==> src/design/mlk_pkg.sv <==
// ----------------------------------------------------------------------------
// mlk_pkg
// Shared types, constants and the letter table of the Morse letter keyer.
// ----------------------------------------------------------------------------
package mlk_pkg;

    localparam int unsigned UNIT_W   = 24;
    localparam int unsigned DUR_W    = 26;
    localparam int unsigned LEVEL_W  = 2;
    localparam int unsigned SYM_W    = 8;

    localparam logic [UNIT_W-1:0]  UNIT_RESET = 24'd200000;
    localparam logic [LEVEL_W-1:0] LEVEL_UP   = 2'd0;
    localparam logic [LEVEL_W-1:0] LEVEL_DOWN = 2'd3;
    localparam logic [SYM_W-1:0]   CHAR_A     = 8'h41;
    localparam logic [SYM_W-1:0]   CHAR_Z     = 8'h5A;

    // Element i of a letter is a dash when dash[i] is set.
    typedef struct packed {
        logic [3:0] dash;
        logic [2:0] count;
    } t_code;

    function automatic t_code letter_code(input logic [4:0] idx);
        t_code c;
        case (idx)
            5'd0:    c = 7'b0010_010; // A
            5'd1:    c = 7'b0001_100; // B
            5'd2:    c = 7'b0101_100; // C
            5'd3:    c = 7'b0001_011; // D
            5'd4:    c = 7'b0000_001; // E
            5'd5:    c = 7'b0100_100; // F
            5'd6:    c = 7'b0011_011; // G
            5'd7:    c = 7'b0000_100; // H
            5'd8:    c = 7'b0000_010; // I
            5'd9:    c = 7'b1110_100; // J
            5'd10:   c = 7'b0101_011; // K
            5'd11:   c = 7'b0010_100; // L
            5'd12:   c = 7'b0011_010; // M
            5'd13:   c = 7'b0001_010; // N
            5'd14:   c = 7'b0111_011; // O
            5'd15:   c = 7'b0110_100; // P
            5'd16:   c = 7'b1011_100; // Q
            5'd17:   c = 7'b0010_011; // R
            5'd18:   c = 7'b0000_011; // S
            5'd19:   c = 7'b0001_001; // T
            5'd20:   c = 7'b0100_011; // U
            5'd21:   c = 7'b1000_100; // V
            5'd22:   c = 7'b0110_011; // W
            5'd23:   c = 7'b1001_100; // X
            5'd24:   c = 7'b1101_100; // Y
            5'd25:   c = 7'b0011_100; // Z
            default: c = 7'b0000_000;
        endcase
        return c;
    endfunction

endpackage

==> src/design/morse_letter_keyer_unit.sv <==
// ----------------------------------------------------------------------------
// morse_letter_keyer_unit
// Keys one message character per word as a run of pin segments (level and
// hold time) in International Morse code.
// ----------------------------------------------------------------------------
// On acceptance the character is registered in the sequencer state; its first
// segment then goes into the output register when the output side can take it,
// and then one segment per cycle while the output side takes them.
// The segment sequencer sets how many segments a character takes; the input
// is ready only while the sequencer is idle.
// Reset: synchronous, active low; sequencer idle, no message in progress,
// unit length back to mlk_pkg::UNIT_RESET.
module morse_letter_keyer_unit (
    input  logic                          i_clk,
    input  logic                          i_rst_n,
    input  logic                          i_valid,
    output logic                          o_ready,
    input  logic [mlk_pkg::SYM_W-1:0]     i_symbol,
    input  logic                          i_final_req,
    output logic                          o_valid,
    input  logic                          i_ready,
    output logic [mlk_pkg::LEVEL_W-1:0]   o_pin_level,
    output logic [mlk_pkg::DUR_W-1:0]     o_duration,
    output logic                          o_last,
    input  logic                          i_cfg_we,
    input  logic [mlk_pkg::UNIT_W-1:0]    i_cfg_data
);

    localparam logic [2:0] ST_IDLE  = 3'd0;
    localparam logic [2:0] ST_GAP   = 3'd1;
    localparam logic [2:0] ST_START = 3'd2;
    localparam logic [2:0] ST_DOWN  = 3'd3;
    localparam logic [2:0] ST_UP    = 3'd4;
    localparam logic [2:0] ST_CLOSE = 3'd5;

    logic [2:0]                   r_state, n_state;
    logic                         r_started;
    logic [mlk_pkg::UNIT_W-1:0]   r_unit;
    logic [mlk_pkg::DUR_W-1:0]    r_dot_dur, r_dash_dur;
    mlk_pkg::t_code               r_code;
    logic                         r_final;
    logic [1:0]                   r_elem, n_elem;

    logic                         r_out_valid;
    logic [mlk_pkg::LEVEL_W-1:0]  r_out_level, n_out_level;
    logic [mlk_pkg::DUR_W-1:0]    r_out_dur, n_out_dur;
    logic                         r_out_last, n_out_last;

    logic                         accept, emit, is_letter, elem_done;
    logic [mlk_pkg::SYM_W-1:0]    sym_off;
    logic [mlk_pkg::DUR_W-1:0]    unit_eff;
    mlk_pkg::t_code               lookup;

    assign o_ready     = (r_state == ST_IDLE);
    assign accept      = i_valid && o_ready;
    assign emit        = (r_state != ST_IDLE) && (!r_out_valid || i_ready);

    assign is_letter   = (i_symbol inside {[mlk_pkg::CHAR_A:mlk_pkg::CHAR_Z]});
    assign sym_off     = i_symbol - mlk_pkg::CHAR_A;
    assign lookup      = is_letter ? mlk_pkg::letter_code(sym_off[4:0]) : '0;

    // a zero unit length is keyed as the smallest nonzero unit length
    assign unit_eff    = (r_unit == '0) ? mlk_pkg::DUR_W'(1) : mlk_pkg::DUR_W'(r_unit);
    assign elem_done   = (({1'b0, r_elem} + 3'd1) == r_code.count);

    always_comb begin
        n_state     = r_state;
        n_elem      = r_elem;
        n_out_level = mlk_pkg::LEVEL_UP;
        n_out_dur   = r_dot_dur;
        n_out_last  = 1'b0;
        case (r_state)
            ST_GAP: begin
                n_state = ST_START;
            end
            ST_START: begin
                n_elem = 2'd0;
                if (r_code.count != 3'd0) begin
                    n_state = ST_DOWN;
                end else if (r_final) begin
                    n_state = ST_CLOSE;
                end else begin
                    n_state    = ST_IDLE;
                    n_out_last = 1'b1;
                end
            end
            ST_DOWN: begin
                n_out_level = mlk_pkg::LEVEL_DOWN;
                n_out_dur   = r_code.dash[r_elem] ? r_dash_dur : r_dot_dur;
                n_state     = ST_UP;
            end
            ST_UP: begin
                if (!elem_done) begin
                    n_state = ST_DOWN;
                    n_elem  = r_elem + 2'd1;
                end else if (r_final) begin
                    n_state = ST_CLOSE;
                end else begin
                    n_state    = ST_IDLE;
                    n_out_last = 1'b1;
                end
            end
            ST_CLOSE: begin
                n_state    = ST_IDLE;
                n_out_last = 1'b1;
            end
            default: begin
                n_state = ST_IDLE;
            end
        endcase
    end

    always_ff @(posedge i_clk) begin
        if (!i_rst_n) begin
            r_state     <= ST_IDLE;
            r_started   <= 1'b0;
            r_out_valid <= 1'b0;
            r_unit      <= mlk_pkg::UNIT_RESET;
        end else begin
            if (i_cfg_we) begin
                r_unit <= i_cfg_data;
            end
            if (accept) begin
                r_state   <= r_started ? ST_START : ST_GAP;
                r_started <= !i_final_req;
            end else if (emit) begin
                r_state <= n_state;
            end
            if (emit) begin
                r_out_valid <= 1'b1;
            end else if (i_ready) begin
                r_out_valid <= 1'b0;
            end
        end
    end

    // latch the character and both hold times; the dash time is unit plus twice unit
    always_ff @(posedge i_clk) begin
        if (accept) begin
            r_code     <= lookup;
            r_final    <= i_final_req;
            r_elem     <= 2'd0;
            r_dot_dur  <= unit_eff;
            r_dash_dur <= unit_eff + {unit_eff[mlk_pkg::DUR_W-2:0], 1'b0};
        end else if (emit) begin
            r_elem <= n_elem;
        end
        if (emit) begin
            r_out_level <= n_out_level;
            r_out_dur   <= n_out_dur;
            r_out_last  <= n_out_last;
        end
    end

    assign o_valid     = r_out_valid;
    assign o_pin_level = r_out_level;
    assign o_duration  = r_out_dur;
    assign o_last      = r_out_last;

endmodule
==> config.mk <==
export PLATFORM = sky130hd
export DESIGN_NAME = morse_letter_keyer_unit
export DESIGN_NICKNAME = d
export VERILOG_FILES = /design/src/design/mlk_pkg.sv /design/src/design/morse_letter_keyer_unit.sv
export SDC_FILE = /design/constraint.sdc
export NUM_CORES = 1
export LEC_CHECK = 0
export BUFFER_PORTS_ARGS = -buffer_cell sky130_fd_sc_hd__buf_4
export CAP_MARGIN = 0
export CORE_MARGIN = 2
export CORE_UTILIZATION = 37
export DETAILED_ROUTE_END_ITERATION = 6
export GPL_ROUTABILITY_DRIVEN = 0
export GPL_TIMING_DRIVEN = 0
export SETUP_SLACK_MARGIN = 0.02
export SLEW_MARGIN = 20
export SYNTH_ARGS = -nofsm -noshare
export SYNTH_HDL_FRONTEND = slang
export SYNTH_SLANG_ARGS = --single-unit
==> constraint.sdc <==
create_clock -name i_clk -period 6.38 [get_ports i_clk]
set_clock_uncertainty 0.05 [all_clocks]
set_input_delay 1.914 -clock i_clk [delete_from_list [all_inputs] [get_ports i_clk]]
set_output_delay 1.914 -clock i_clk [all_outputs]
set_load 0.05 [all_outputs]
==> results of run 1 <==
==> critical path, delay by kind of cell <==
kind                       cells  cell delay (ns)
buffers and inverters          4             0.62
xor gates and xnor gates       1             0.41
adders and majority gates      1             0.25
and+or+nand+nor                1             0.09
muxes                          1             0.27
AOI/OAI and AO/OA              2             0.38
==> cells in the final DEF (no fill, tap or decap), types with 23 or more instances in the layout <==
cell type / count
sky130_fd_sc_hd__ha_1: 37
sky130_fd_sc_hd__nand2_1: 39
sky130_fd_sc_hd__clkbuf_1: 25
sky130_fd_sc_hd__buf_4: 66
sky130_fd_sc_hd__nor2b_1: 23
sky130_fd_sc_hd__mux2i_1: 24
sky130_fd_sc_hd__dfxtp_1: 31
sky130_fd_sc_hd__edfxtp_1: 85
sky130_fd_sc_hd__nor2_1: 34
sky130_fd_sc_hd__a21oi_1: 35
==> cells in the mapped netlist (all sizes together) (8+ instances only) <==
cell / count
edfxtp: 85
a21oi: 39
nand2: 39
ha: 37
nor2: 35
dfxtp: 31
mux2i: 24
nor2b: 24
clkbuf: 23
mux2: 23
o21ai: 21
xnor2: 19
buf: 13
inv: 13
xor2: 12
nor3: 11
nand3: 10
a31oi: 9
a21o: 8
and3: 8
==> flip-flops by register name, indices dropped and copies added (netlist names) <==
register	flops
r_unit	24
r_final	1
o_last	1
o_duration	26
r_elem	2
r_dot_dur	23
r_code	7
o_valid	1
o_pin_level	1
r_started	1
r_dash_dur	26
r_state	3
==> final cells by class <==
type,instances,area (sq um)
tap,220,275.3
multi-input combinational,385,2917
timing repair buffer,65,500.5
clock buffer,21,460.4
buffer,36,187.7
fill,1518,8947
clock inverter,11,132.6
inverter,13,48.80
sequential,116,3173
==> kinds of logic after synthesis <==
| group | Yosys count | share of synthesized area [%] |
|---|---|---|
| flip-flops | 116 | 50.22 |
| AND/OR/NAND/NOR | 150 | 12.36 |
| AO/OA/AOI/OAI | 118 | 12.71 |
| adder cells (fa/ha/maj) | 38 | 7.644 |
| XOR/XNOR | 31 | 5.010 |
| multiplexers | 48 | 8.317 |
| buffers and inverters | 49 | 3.742 |
==> worst paths after layout <==
| kind | startpoint | to | slack, ns | depth (start not counted) |
|---|---|---|---|---|
| setup / recovery | i_symbol[0] | r_code[5]$_SDFFCE_PN0P_ | 2.54 | 10 |
| hold reg to reg | r_unit[8]$_SDFFE_PN1P_ | r_unit[8]$_SDFFE_PN1P_ | 0.45 | 2 |
| hold / removal | r_unit[8]$_SDFFE_PN1P_ | r_unit[8]$_SDFFE_PN1P_ | 0.45 | 2 |
| setup reg to reg | r_unit[23]$_SDFFE_PN0P_ | r_dash_dur[21]$_DFFE_PP_ | 2.67 | 13 |
==> layer usage <==
metal  track usage, %  vias up  share of wire (%)
met5                0        -                  0
met4            6.784        0                1.7
met3            4.204       21                5.4
met2            26.14      140                 49
met1            19.66     2150                 44
li1                 -     2186                  -
==> metrics by stage <==
step | hold slack (ns) | total power [mW] | setup WS [ns] | instance area, sq um | instances
final | 0.4507 | 3.196 | 2.541 | 7695 | 867
after global routing | 0.4855 | 3.334 | 2.383 | 7695 | 867
after CTS | 0.4567 | 3.223 | 2.614 | 7695 | 867
after detailed placement | 0.4383 | 2.260 | 2.172 | 7102 | 835
after global placement | 0.4408 | 2.212 | 1.672 | 7074 | 834
after floorplan | 0.4126 | 1.934 | 2.508 | 6319 | 550
==> power groups by stage <==
stage          Clock [mW]  Combinational, mW  Sequential [mW]
3_5_place_dp            0               1.06             1.20
3_3_place_gp            0               1.02             1.20
5_1_grt              1.00               1.13             1.20
4_1_cts             0.974               1.07             1.18
6_report            0.958               1.06             1.18
2_1_floorplan           0              0.420             1.51
==> impl_summary.log, run 1 <==
[metrics] clock transition time at the flip-flop clock pins of the worst setup and hold paths: 0.05 ns
[metrics] headroom to the max-slew limit: 47.43%
[metrics] Post-CTS Repair Setup Buffers: 0
[metrics] worst-path maximum fanout: 10
[metrics] fraction of the yosys area taken by sequential cells: 50.22%
[metrics] die height: 134.7 um
[metrics] Buffers on Ports: 64
[metrics] run status: finished clean
[metrics] die area: 0.01814 sq mm
[metrics] Tot GR Track Use: 15.86%
[metrics] via count of the first global-routing pass: 4444
[metrics] clock tree root buffer cell: sky130_fd_sc_hd__clkbuf_16
[metrics] fraction of power consumed by the clock network: 30.0%
[metrics] distinct cell type count of the synthesized netlist: 66
[metrics] aggregate routed wire length: 13860 um
[metrics] area of the mapped netlist: 0.006319 sq mm
[metrics] Critical Path, Cell by Cell: buf_4, buf_6, inv_1, ha_1, buf_2, xnor2_2, mux2i_1, o22ai_1, a311oi_1, nor3_1
[metrics] Routed wire per std cell: 15.98 um
[metrics] Area growth, synth to finish: 21.78%
[metrics] Std-Cell Core Area: 0.01664 sq mm
[metrics] H-tree level count: 4
[metrics] synthesized net count: 626
[metrics] first-pass GRT wire length: 22120 um
[metrics] Initial Util: 37.97%
[metrics] CP max stage delay: 0.41 ns
[metrics] count of flip-flops with a built-in enable after synthesis: 85
[metrics] largest net degree at the start of global routing: 64
[metrics] FF+latch count, synth: 116
[metrics] P_leak: 3.103 nW
[metrics] minimum clock period: 3.839 ns
[metrics] Peak Freq: 0.2605 GHz
[metrics] share of cells above drive strength 1: 23.03%
[metrics] clock tree from TritonCTS: built
[metrics] most area-hungry cell type in the Yosys netlist: sky130_fd_sc_hd__edfxtp_1
[metrics] crit start category: input pin
[metrics] Least-Margin Pin Slew: 0.7843 ns
[metrics] Tcrit/Tclk final: 60.17%
[metrics] setup repair after global routing missed its margin: no
[metrics] final number of hold-violating endpoints: 0
[metrics] net switching power of the design: 1.130 mW
[metrics] internal cell power: 2.067 mW
[metrics] via count of the routed design: 4497
[metrics] mean area per synthesized cell: 11.49 sq um
[metrics] antenna diode count: 0
[metrics] library cell contributing the largest single delay on the critical path: sky130_fd_sc_hd__xnor2_2
[metrics] PwrDens: 415.4 mW/mm^2
[metrics] required time of the worst setup path: 6.48 ns
[metrics] clock latency at the later pin of the worst-skew pair: 0.42 ns
[metrics] total setup violations reported at the end of the flow: 0
[metrics] First-pass DRT Iterations: 5
[metrics] worst hold-check path type: flop to flop
[metrics] worst IR drop on VDD: 0.2118 mV
[metrics] count of final max-slew check failures: 0
[metrics] Via density: 5.187
[metrics] count of warnings emitted by yosys: 0
[metrics] number of instances resized during post-cts repair: 0
[metrics] clk sinks: 116
[metrics] end-of-flow core utilization: 46.24%
[metrics] number of buffers created by CTS: 17
[metrics] Remaining Overflow, GRT: 0
[metrics] sw frac: 35.34%
[metrics] critical path capture point type: flop
[metrics] Most used DFF post-synth: sky130_fd_sc_hd__edfxtp_1
[metrics] worst setup path class: input pin to flop
[metrics] Die W: 134.7 um
[metrics] data arrival time of the critical path: 3.94 ns
[metrics] logic gate share of total power: 33.1%
[metrics] count of mapped cells out of synthesis: 550
[metrics] share of Yosys cell area claimed by the top area cell type: 40.40%
[metrics] Seq pwr share: 36.9%
[metrics] Sum Neg Setup Slack: 0 ns
[metrics] number of DRC markers after the initial detailed-route iteration: 264
[metrics] net total in the final layout: 710
[metrics] standard-cell row count: 47
[metrics] count of unresolved DRC violations after routing: 0
[metrics] number of placed I/O pins: 69
[metrics] Clock Tree Buf Depth: 2
[metrics] number of violations of the max-capacitance limit: 0
[metrics] number of antenna violations at the first check in global routing: 0
[metrics] hold bufs inserted after CTS: 0
[metrics] post-synthesis async set-or-reset flop share: 0%
[metrics] dominant cells by area after synthesis: sky130_fd_sc_hd__edfxtp_1, sky130_fd_sc_hd__dfxtp_1, sky130_fd_sc_hd__ha_1
[metrics] Final ANT Viol Nets: 0
[metrics] hpwl dp: 9959 um
(Power assumes the default switching activity.)
==> inputs of run 2 (changes only) <==
Clock period 6.38 ns to 3.9 ns, I/O delays scaled along.
==> impl_summary.log, run 2 (same netlist as run 1, synthesis figures left out) <==
[metrics] run status: finished clean
[metrics] Routed wire per std cell: 15.99 um
[metrics] power consumption: 5.231 mW
[metrics] Buffers on Ports: 64
[metrics] clock tree from TritonCTS: built
[metrics] clock tree root buffer cell: sky130_fd_sc_hd__clkbuf_16
[metrics] number of DRC markers after the initial detailed-route iteration: 294
[metrics] first-pass GRT wire length: 22120 um
[metrics] via count of the first global-routing pass: 4444
[metrics] count of unresolved DRC violations after routing: 0
[metrics] Filler cells: 1522
[metrics] worst-path maximum fanout: 9
[metrics] standard-cell row count: 47
[metrics] headroom to the max-slew limit: 47.21%
[metrics] required time of the worst setup path: 4.01 ns
[metrics] number of buffers created by CTS: 17
[metrics] minimum clock period: 3.606 ns
[metrics] number of violations of the max-capacitance limit: 0
[metrics] net total in the final layout: 710
[metrics] logic gate share of total power: 33.2%
[metrics] internal cell power: 3.382 mW
[metrics] count of final max-slew check failures: 0
[metrics] Peak Freq: 0.2773 GHz
[metrics] clk sinks: 116
[metrics] Remaining Overflow, GRT: 0
[metrics] worst IR drop on VDD: 0.3478 mV
[metrics] P_leak: 3.120 nW
[metrics] end-of-flow core utilization: 46.34%
[metrics] library cell contributing the largest single delay on the critical path: sky130_fd_sc_hd__fa_1
[metrics] total setup violations reported at the end of the flow: 0
[metrics] Seq pwr share: 36.9%
[metrics] Crit path top cell by count: sky130_fd_sc_hd__ha_1
[metrics] Tot GR Track Use: 15.86%
[metrics] PwrDens: 678.2 mW/mm^2
[metrics] Initial Util: 37.97%
[metrics] final number of hold-violating endpoints: 0
[metrics] worst setup path class: flop to flop
[metrics] First-pass DRT Iterations: 5
[metrics] Min Hold Slack: 0.4504 ns
[metrics] die height: 134.7 um
[metrics] Sum Neg Setup Slack: 0 ns
[metrics] Final ANT Viol Nets: 0
[metrics] H-tree level count: 4
[metrics] Clock Tree Buf Depth: 2
[metrics] Least-Margin Pin Slew: 0.7918 ns
[metrics] sw frac: 35.34%
[metrics] Area growth, synth to finish: 22.06%
[metrics] Via density: 5.208
[metrics] commonest non-fill, non-tap cells in the layout: sky130_fd_sc_hd__edfxtp_1, sky130_fd_sc_hd__buf_4, sky130_fd_sc_hd__nand2_1
[metrics] number of antenna violations at the first check in global routing: 0
[metrics] worst hold-check path type: flop to flop
[metrics] Std-Cell Core Area: 0.01664 sq mm
[metrics] clock latency at the later pin of the worst-skew pair: 0.42 ns
[metrics] share of cells above drive strength 1: 23.03%
[metrics] number of placed I/O pins: 69
[metrics] setup repair after global routing missed its margin: no
[metrics] crit start category: flop
[metrics] critical path capture point type: flop
[metrics] Post-CTS Repair Setup Buffers: 0
[metrics] data arrival time of the critical path: 3.72 ns
[metrics] aggregate routed wire length: 13860 um
[metrics] fraction of power consumed by the clock network: 29.9%
[metrics] Tcrit/Tclk final: 92.47%
[metrics] net switching power of the design: 1.849 mW
[metrics] Critical Path, Cell by Cell: inv_1, ha_1, nand4b_1, nor3_4, or2_2, ha_1, fa_1, a21o_1, a221oi_4, o31ai_4, a21oi_2, o21ai_1, xor2_1
[metrics] hpwl dp: 9959 um
[metrics] largest net degree at the start of global routing: 64
[metrics] via count of the routed design: 4515
[metrics] antenna diode count: 0
[metrics] clock transition time at the flip-flop clock pins of the worst setup and hold paths: 0.05 ns
[metrics] Die W: 134.7 um
[metrics] CP max stage delay: 0.42 ns
[metrics] die area: 0.01814 sq mm
[metrics] most common cell after layout, fill and taps aside: sky130_fd_sc_hd__edfxtp_1
==> run 2: path summary, 6_finish.rpt <==
check / start / to / slack, ns / cells after the start
hold reg to reg: r_unit[8]$_SDFFE_PN1P_ / r_unit[8]$_SDFFE_PN1P_ / 0.45 / 2
setup reg to reg: r_unit[23]$_SDFFE_PN0P_ / r_dash_dur[21]$_DFFE_PP_ / 0.29 / 13
setup / recovery: r_unit[23]$_SDFFE_PN0P_ / r_dash_dur[21]$_DFFE_PP_ / 0.29 / 13
hold / removal: r_unit[8]$_SDFFE_PN1P_ / r_unit[8]$_SDFFE_PN1P_ / 0.45 / 2
==> run 2: stage by stage <==
| stage | instance area [sq um] | setup slack [ns] | std cells |
|---|---|---|---|
| finish | 7712 | 0.2936 | 867 |
| global route | 7712 | 0.1283 | 867 |
| CTS | 7695 | 0.1971 | 867 |
| detailed placement | 7102 | 0.2254 | 835 |
| global placement | 7074 | -0.06447 | 834 |
| floorplan | 6319 | 0.7585 | 550 |
==> run 2: layout make-up <==
| type | instances | area [sq um] | share of cell area [%] |
|---|---|---|---|
| timing repair buffer | 65 | 500.5 | 6.489 |
| sequential | 116 | 3173 | 41.14 |
| clock buffer | 21 | 460.4 | 5.970 |
| inverter | 13 | 48.80 | 0.6327 |
| clock inverter | 11 | 132.6 | 1.720 |
| multi-input combinational | 385 | 2934 | 38.04 |
| tap | 220 | 275.3 | 3.569 |
| buffer | 36 | 187.7 | 2.433 |
==> run 2: power groups by stage <==
stage                     logic [mW]  clock network, mW  registers (mW)
after floorplan                0.687                  0            2.48
after CTS                       1.74               1.59            1.93
after global routing            1.84               1.64            1.97
after detailed placement        1.74                  0            1.96
final                           1.74               1.57            1.93
after global placement          1.66                  0            1.96
==> run 2: routing by layer <==
| layer | part of all wire (%) | track usage, % | routed length [um] |
|---|---|---|---|
| met1 | 44 | 19.66 | 6050 |
| met2 | 49 | 26.14 | 6794 |
| met3 | 5.6 | 4.204 | 775 |
| met4 | 1.7 | 6.784 | 240 |
| met5 | 0 | 0 | 0 |
==> run 2: critical path: cells and delay by family, from the launching register on <==
family / cells / cell delay [ns]
compound gates: 5 / 1.13
xor+xnor: 1 / 0.15
fa+ha+maj: 3 / 0.86
buf+inv: 1 / 0.10
flops: 1 / 0.41
simple gates: 3 / 0.63
==> run 2: what timing repair did <==
item	CTS	global route
resized for setup	0	2
endpoints found under the setup margin	0	1
hold buffers	0	0
==> inputs of run 3 (changes only) <==
Settings changed: BUFFER_PORTS_ARGS -buffer_cell sky130_fd_sc_hd__buf_4 to not set, DONT_BUFFER_PORTS set to 1.
==> impl_summary.log, run 3 (same netlist as run 1, synthesis figures left out) <==
[metrics] run status: finished clean
[metrics] worst IR drop on VDD: 0.3214 mV
[metrics] net total in the final layout: 646
[metrics] Post-CTS Repair Setup Buffers: 0
[metrics] final number of hold-violating endpoints: 0
[metrics] first-pass GRT wire length: 21680 um
[metrics] via count of the routed design: 4262
[metrics] headroom to the max-slew limit: 47.60%
[metrics] setup repair after global routing missed its margin: no
[metrics] worst setup path class: flop to flop
[metrics] total setup violations reported at the end of the flow: 0
[metrics] hpwl dp: 9784 um
[metrics] crit start category: flop
[metrics] Std-Cell Core Area: 0.01664 sq mm
[metrics] data arrival time of the critical path: 3.74 ns
[metrics] antenna diode count: 0
[metrics] commonest non-fill, non-tap cells in the layout: sky130_fd_sc_hd__edfxtp_1, sky130_fd_sc_hd__nand2_1, sky130_fd_sc_hd__ha_1
[metrics] Tcrit/Tclk final: 93.07%
[metrics] R2R depth: 13
[metrics] Least-Margin Pin Slew: 0.7834 ns
[metrics] Routed wire per std cell: 16.63 um
[metrics] First-pass DRT Iterations: 5
[metrics] Initial Util: 37.97%
[metrics] number of DRC markers after the initial detailed-route iteration: 261
[metrics] clock tree from TritonCTS: built
[metrics] number of instances resized during post-cts repair: 0
[metrics] hold bufs inserted after CTS: 0
[metrics] required time of the worst setup path: 4.01 ns
[metrics] number of placed I/O pins: 69
[metrics] minimum clock period: 3.630 ns
[metrics] Tot GR Track Use: 15.54%
[metrics] most common cell after layout, fill and taps aside: sky130_fd_sc_hd__edfxtp_1
[metrics] number of violations of the max-capacitance limit: 0
[metrics] Worst setup endpoint: r_dash_dur[19]$_DFFE_PP_
[metrics] critical path capture point type: flop
[metrics] via count of the first global-routing pass: 4276
[metrics] aggregate routed wire length: 13360 um
[metrics] Remaining Overflow, GRT: 0
[metrics] startpoint of the most critical hold path: r_dash_dur[0]$_DFFE_PP_
[metrics] Sum Neg Setup Slack: 0 ns
[metrics] Buffers on Ports: 0
[metrics] PwrDens: 682.3 mW/mm^2
[metrics] clock latency at the later pin of the worst-skew pair: 0.42 ns
[metrics] standard-cell row count: 47
[metrics] reg-to-reg setup timing slack: 0.27 ns
[metrics] Peak Freq: 0.2755 GHz
[metrics] worst setup timing slack at the placement stage: 0.2780 ns
[metrics] die area: 0.01814 sq mm
[metrics] Final ANT Viol Nets: 0
[metrics] critical register-to-register path startpoint: r_unit[22]$_SDFFE_PN0P_
[metrics] worst-path maximum fanout: 9
[metrics] endpoint of the lowest-slack register-to-register path: r_dash_dur[19]$_DFFE_PP_
[metrics] clk sinks: 116
[metrics] Clock Tree Buf Depth: 2
[metrics] Via density: 5.308
[metrics] number of buffers created by CTS: 17
[metrics] die height: 134.7 um
[metrics] H-tree level count: 4
[metrics] clock tree root buffer cell: sky130_fd_sc_hd__clkbuf_16
[metrics] P_leak: 2.771 nW
[metrics] setup slack of the critical path after layout: 0.2703 ns
[metrics] count of unresolved DRC violations after routing: 0
[metrics] share of cells above drive strength 1: 14.75%
[metrics] number of antenna violations at the first check in global routing: 0
[metrics] largest net degree at the start of global routing: 64
[metrics] Area growth, synth to finish: 13.92%
[metrics] clock transition time at the flip-flop clock pins of the worst setup and hold paths: 0.05 ns
[metrics] worst hold-check path type: flop to flop
[metrics] Die W: 134.7 um
[metrics] Critical Path Start: r_unit[22]$_SDFFE_PN0P_
[metrics] count of final max-slew check failures: 0
run 3: cell types whose count changed in the layout (fill, tap and decap cells not counted), sizes merged:
cell	change
buf	-64
bufinv	-1
clkbuf	-1
clkinv	-1
clkinvlp	+3
run 3: area by class of cell:
class,count,area (sq um)
plain buffers,36,187.7
clock buffers,20,436.7
clock inverters,12,133.9
fillers,1535,9444
inverters,13,48.80
multi-input cells,385,2923
flip-flops and latches,116,3173
well taps,220,275.3
repair buffers,1,20.02
run 3: report_power, final:
group	switching (mW)	internal, mW	total, mW
Clock	0.553	0.937	1.49
Sequential	0.671	1.83	2.50
Combinational	0.597	0.327	0.924
Total	1.82	3.09	4.91
run 3: worst max-delay path, stage by stage, from the launching register on:
cell                       delay, ns
sky130_fd_sc_hd__dfxtp_1        0.38
sky130_fd_sc_hd__inv_1          0.10
sky130_fd_sc_hd__ha_1           0.22
sky130_fd_sc_hd__nand4b_1       0.15
sky130_fd_sc_hd__nor3_2         0.13
sky130_fd_sc_hd__or2_2          0.31
sky130_fd_sc_hd__ha_1           0.23
sky130_fd_sc_hd__fa_1           0.41
sky130_fd_sc_hd__a21o_1         0.22
sky130_fd_sc_hd__a221oi_2       0.44
sky130_fd_sc_hd__o31ai_4        0.18
sky130_fd_sc_hd__a21oi_2        0.25
sky130_fd_sc_hd__a21oi_1        0.11
sky130_fd_sc_hd__xor2_1         0.16
run 3: metal layers:
layer	global-route usage, %	up-vias	routed length (um)
met4	6.140	0	274
li1	-	2065	-
met2	25.52	137	6393
met1	19.08	2042	5959
met3	4.880	18	729
met5	0	-	0
run 3: worst min path at each step:
stage / depth (start not counted) / end / slack [ns]
after floorplan: 2 / r_unit[11]$_SDFFE_PN1P_ / 0.41
after global placement: 2 / r_unit[8]$_SDFFE_PN1P_ / 0.44
after detailed placement: 1 / o_duration[0]$_DFFE_PP_ / 0.44
after CTS: 1 / o_duration[0]$_DFFE_PP_ / 0.45
after global routing: 1 / o_duration[0]$_DFFE_PP_ / 0.49
final: 1 / o_duration[0]$_DFFE_PP_ / 0.45
run 3: metrics by stage:
| step | hold slack [ns] | instances | power [mW] | instance area [sq um] | utilization, % |
|---|---|---|---|---|---|
| after detailed placement | 0.4402 | 771 | 3.450 | 6628 | 39.82 |
| after global placement | 0.4435 | 770 | 3.365 | 6594 | 39.62 |
| final | 0.4526 | 803 | 4.912 | 7198 | 43.25 |
| after CTS | 0.4539 | 803 | 4.951 | 7198 | 43.25 |
| after floorplan | 0.4126 | 550 | 3.164 | 6319 | - |
| after global routing | 0.4874 | 803 | 5.119 | 7198 | 43.25 |
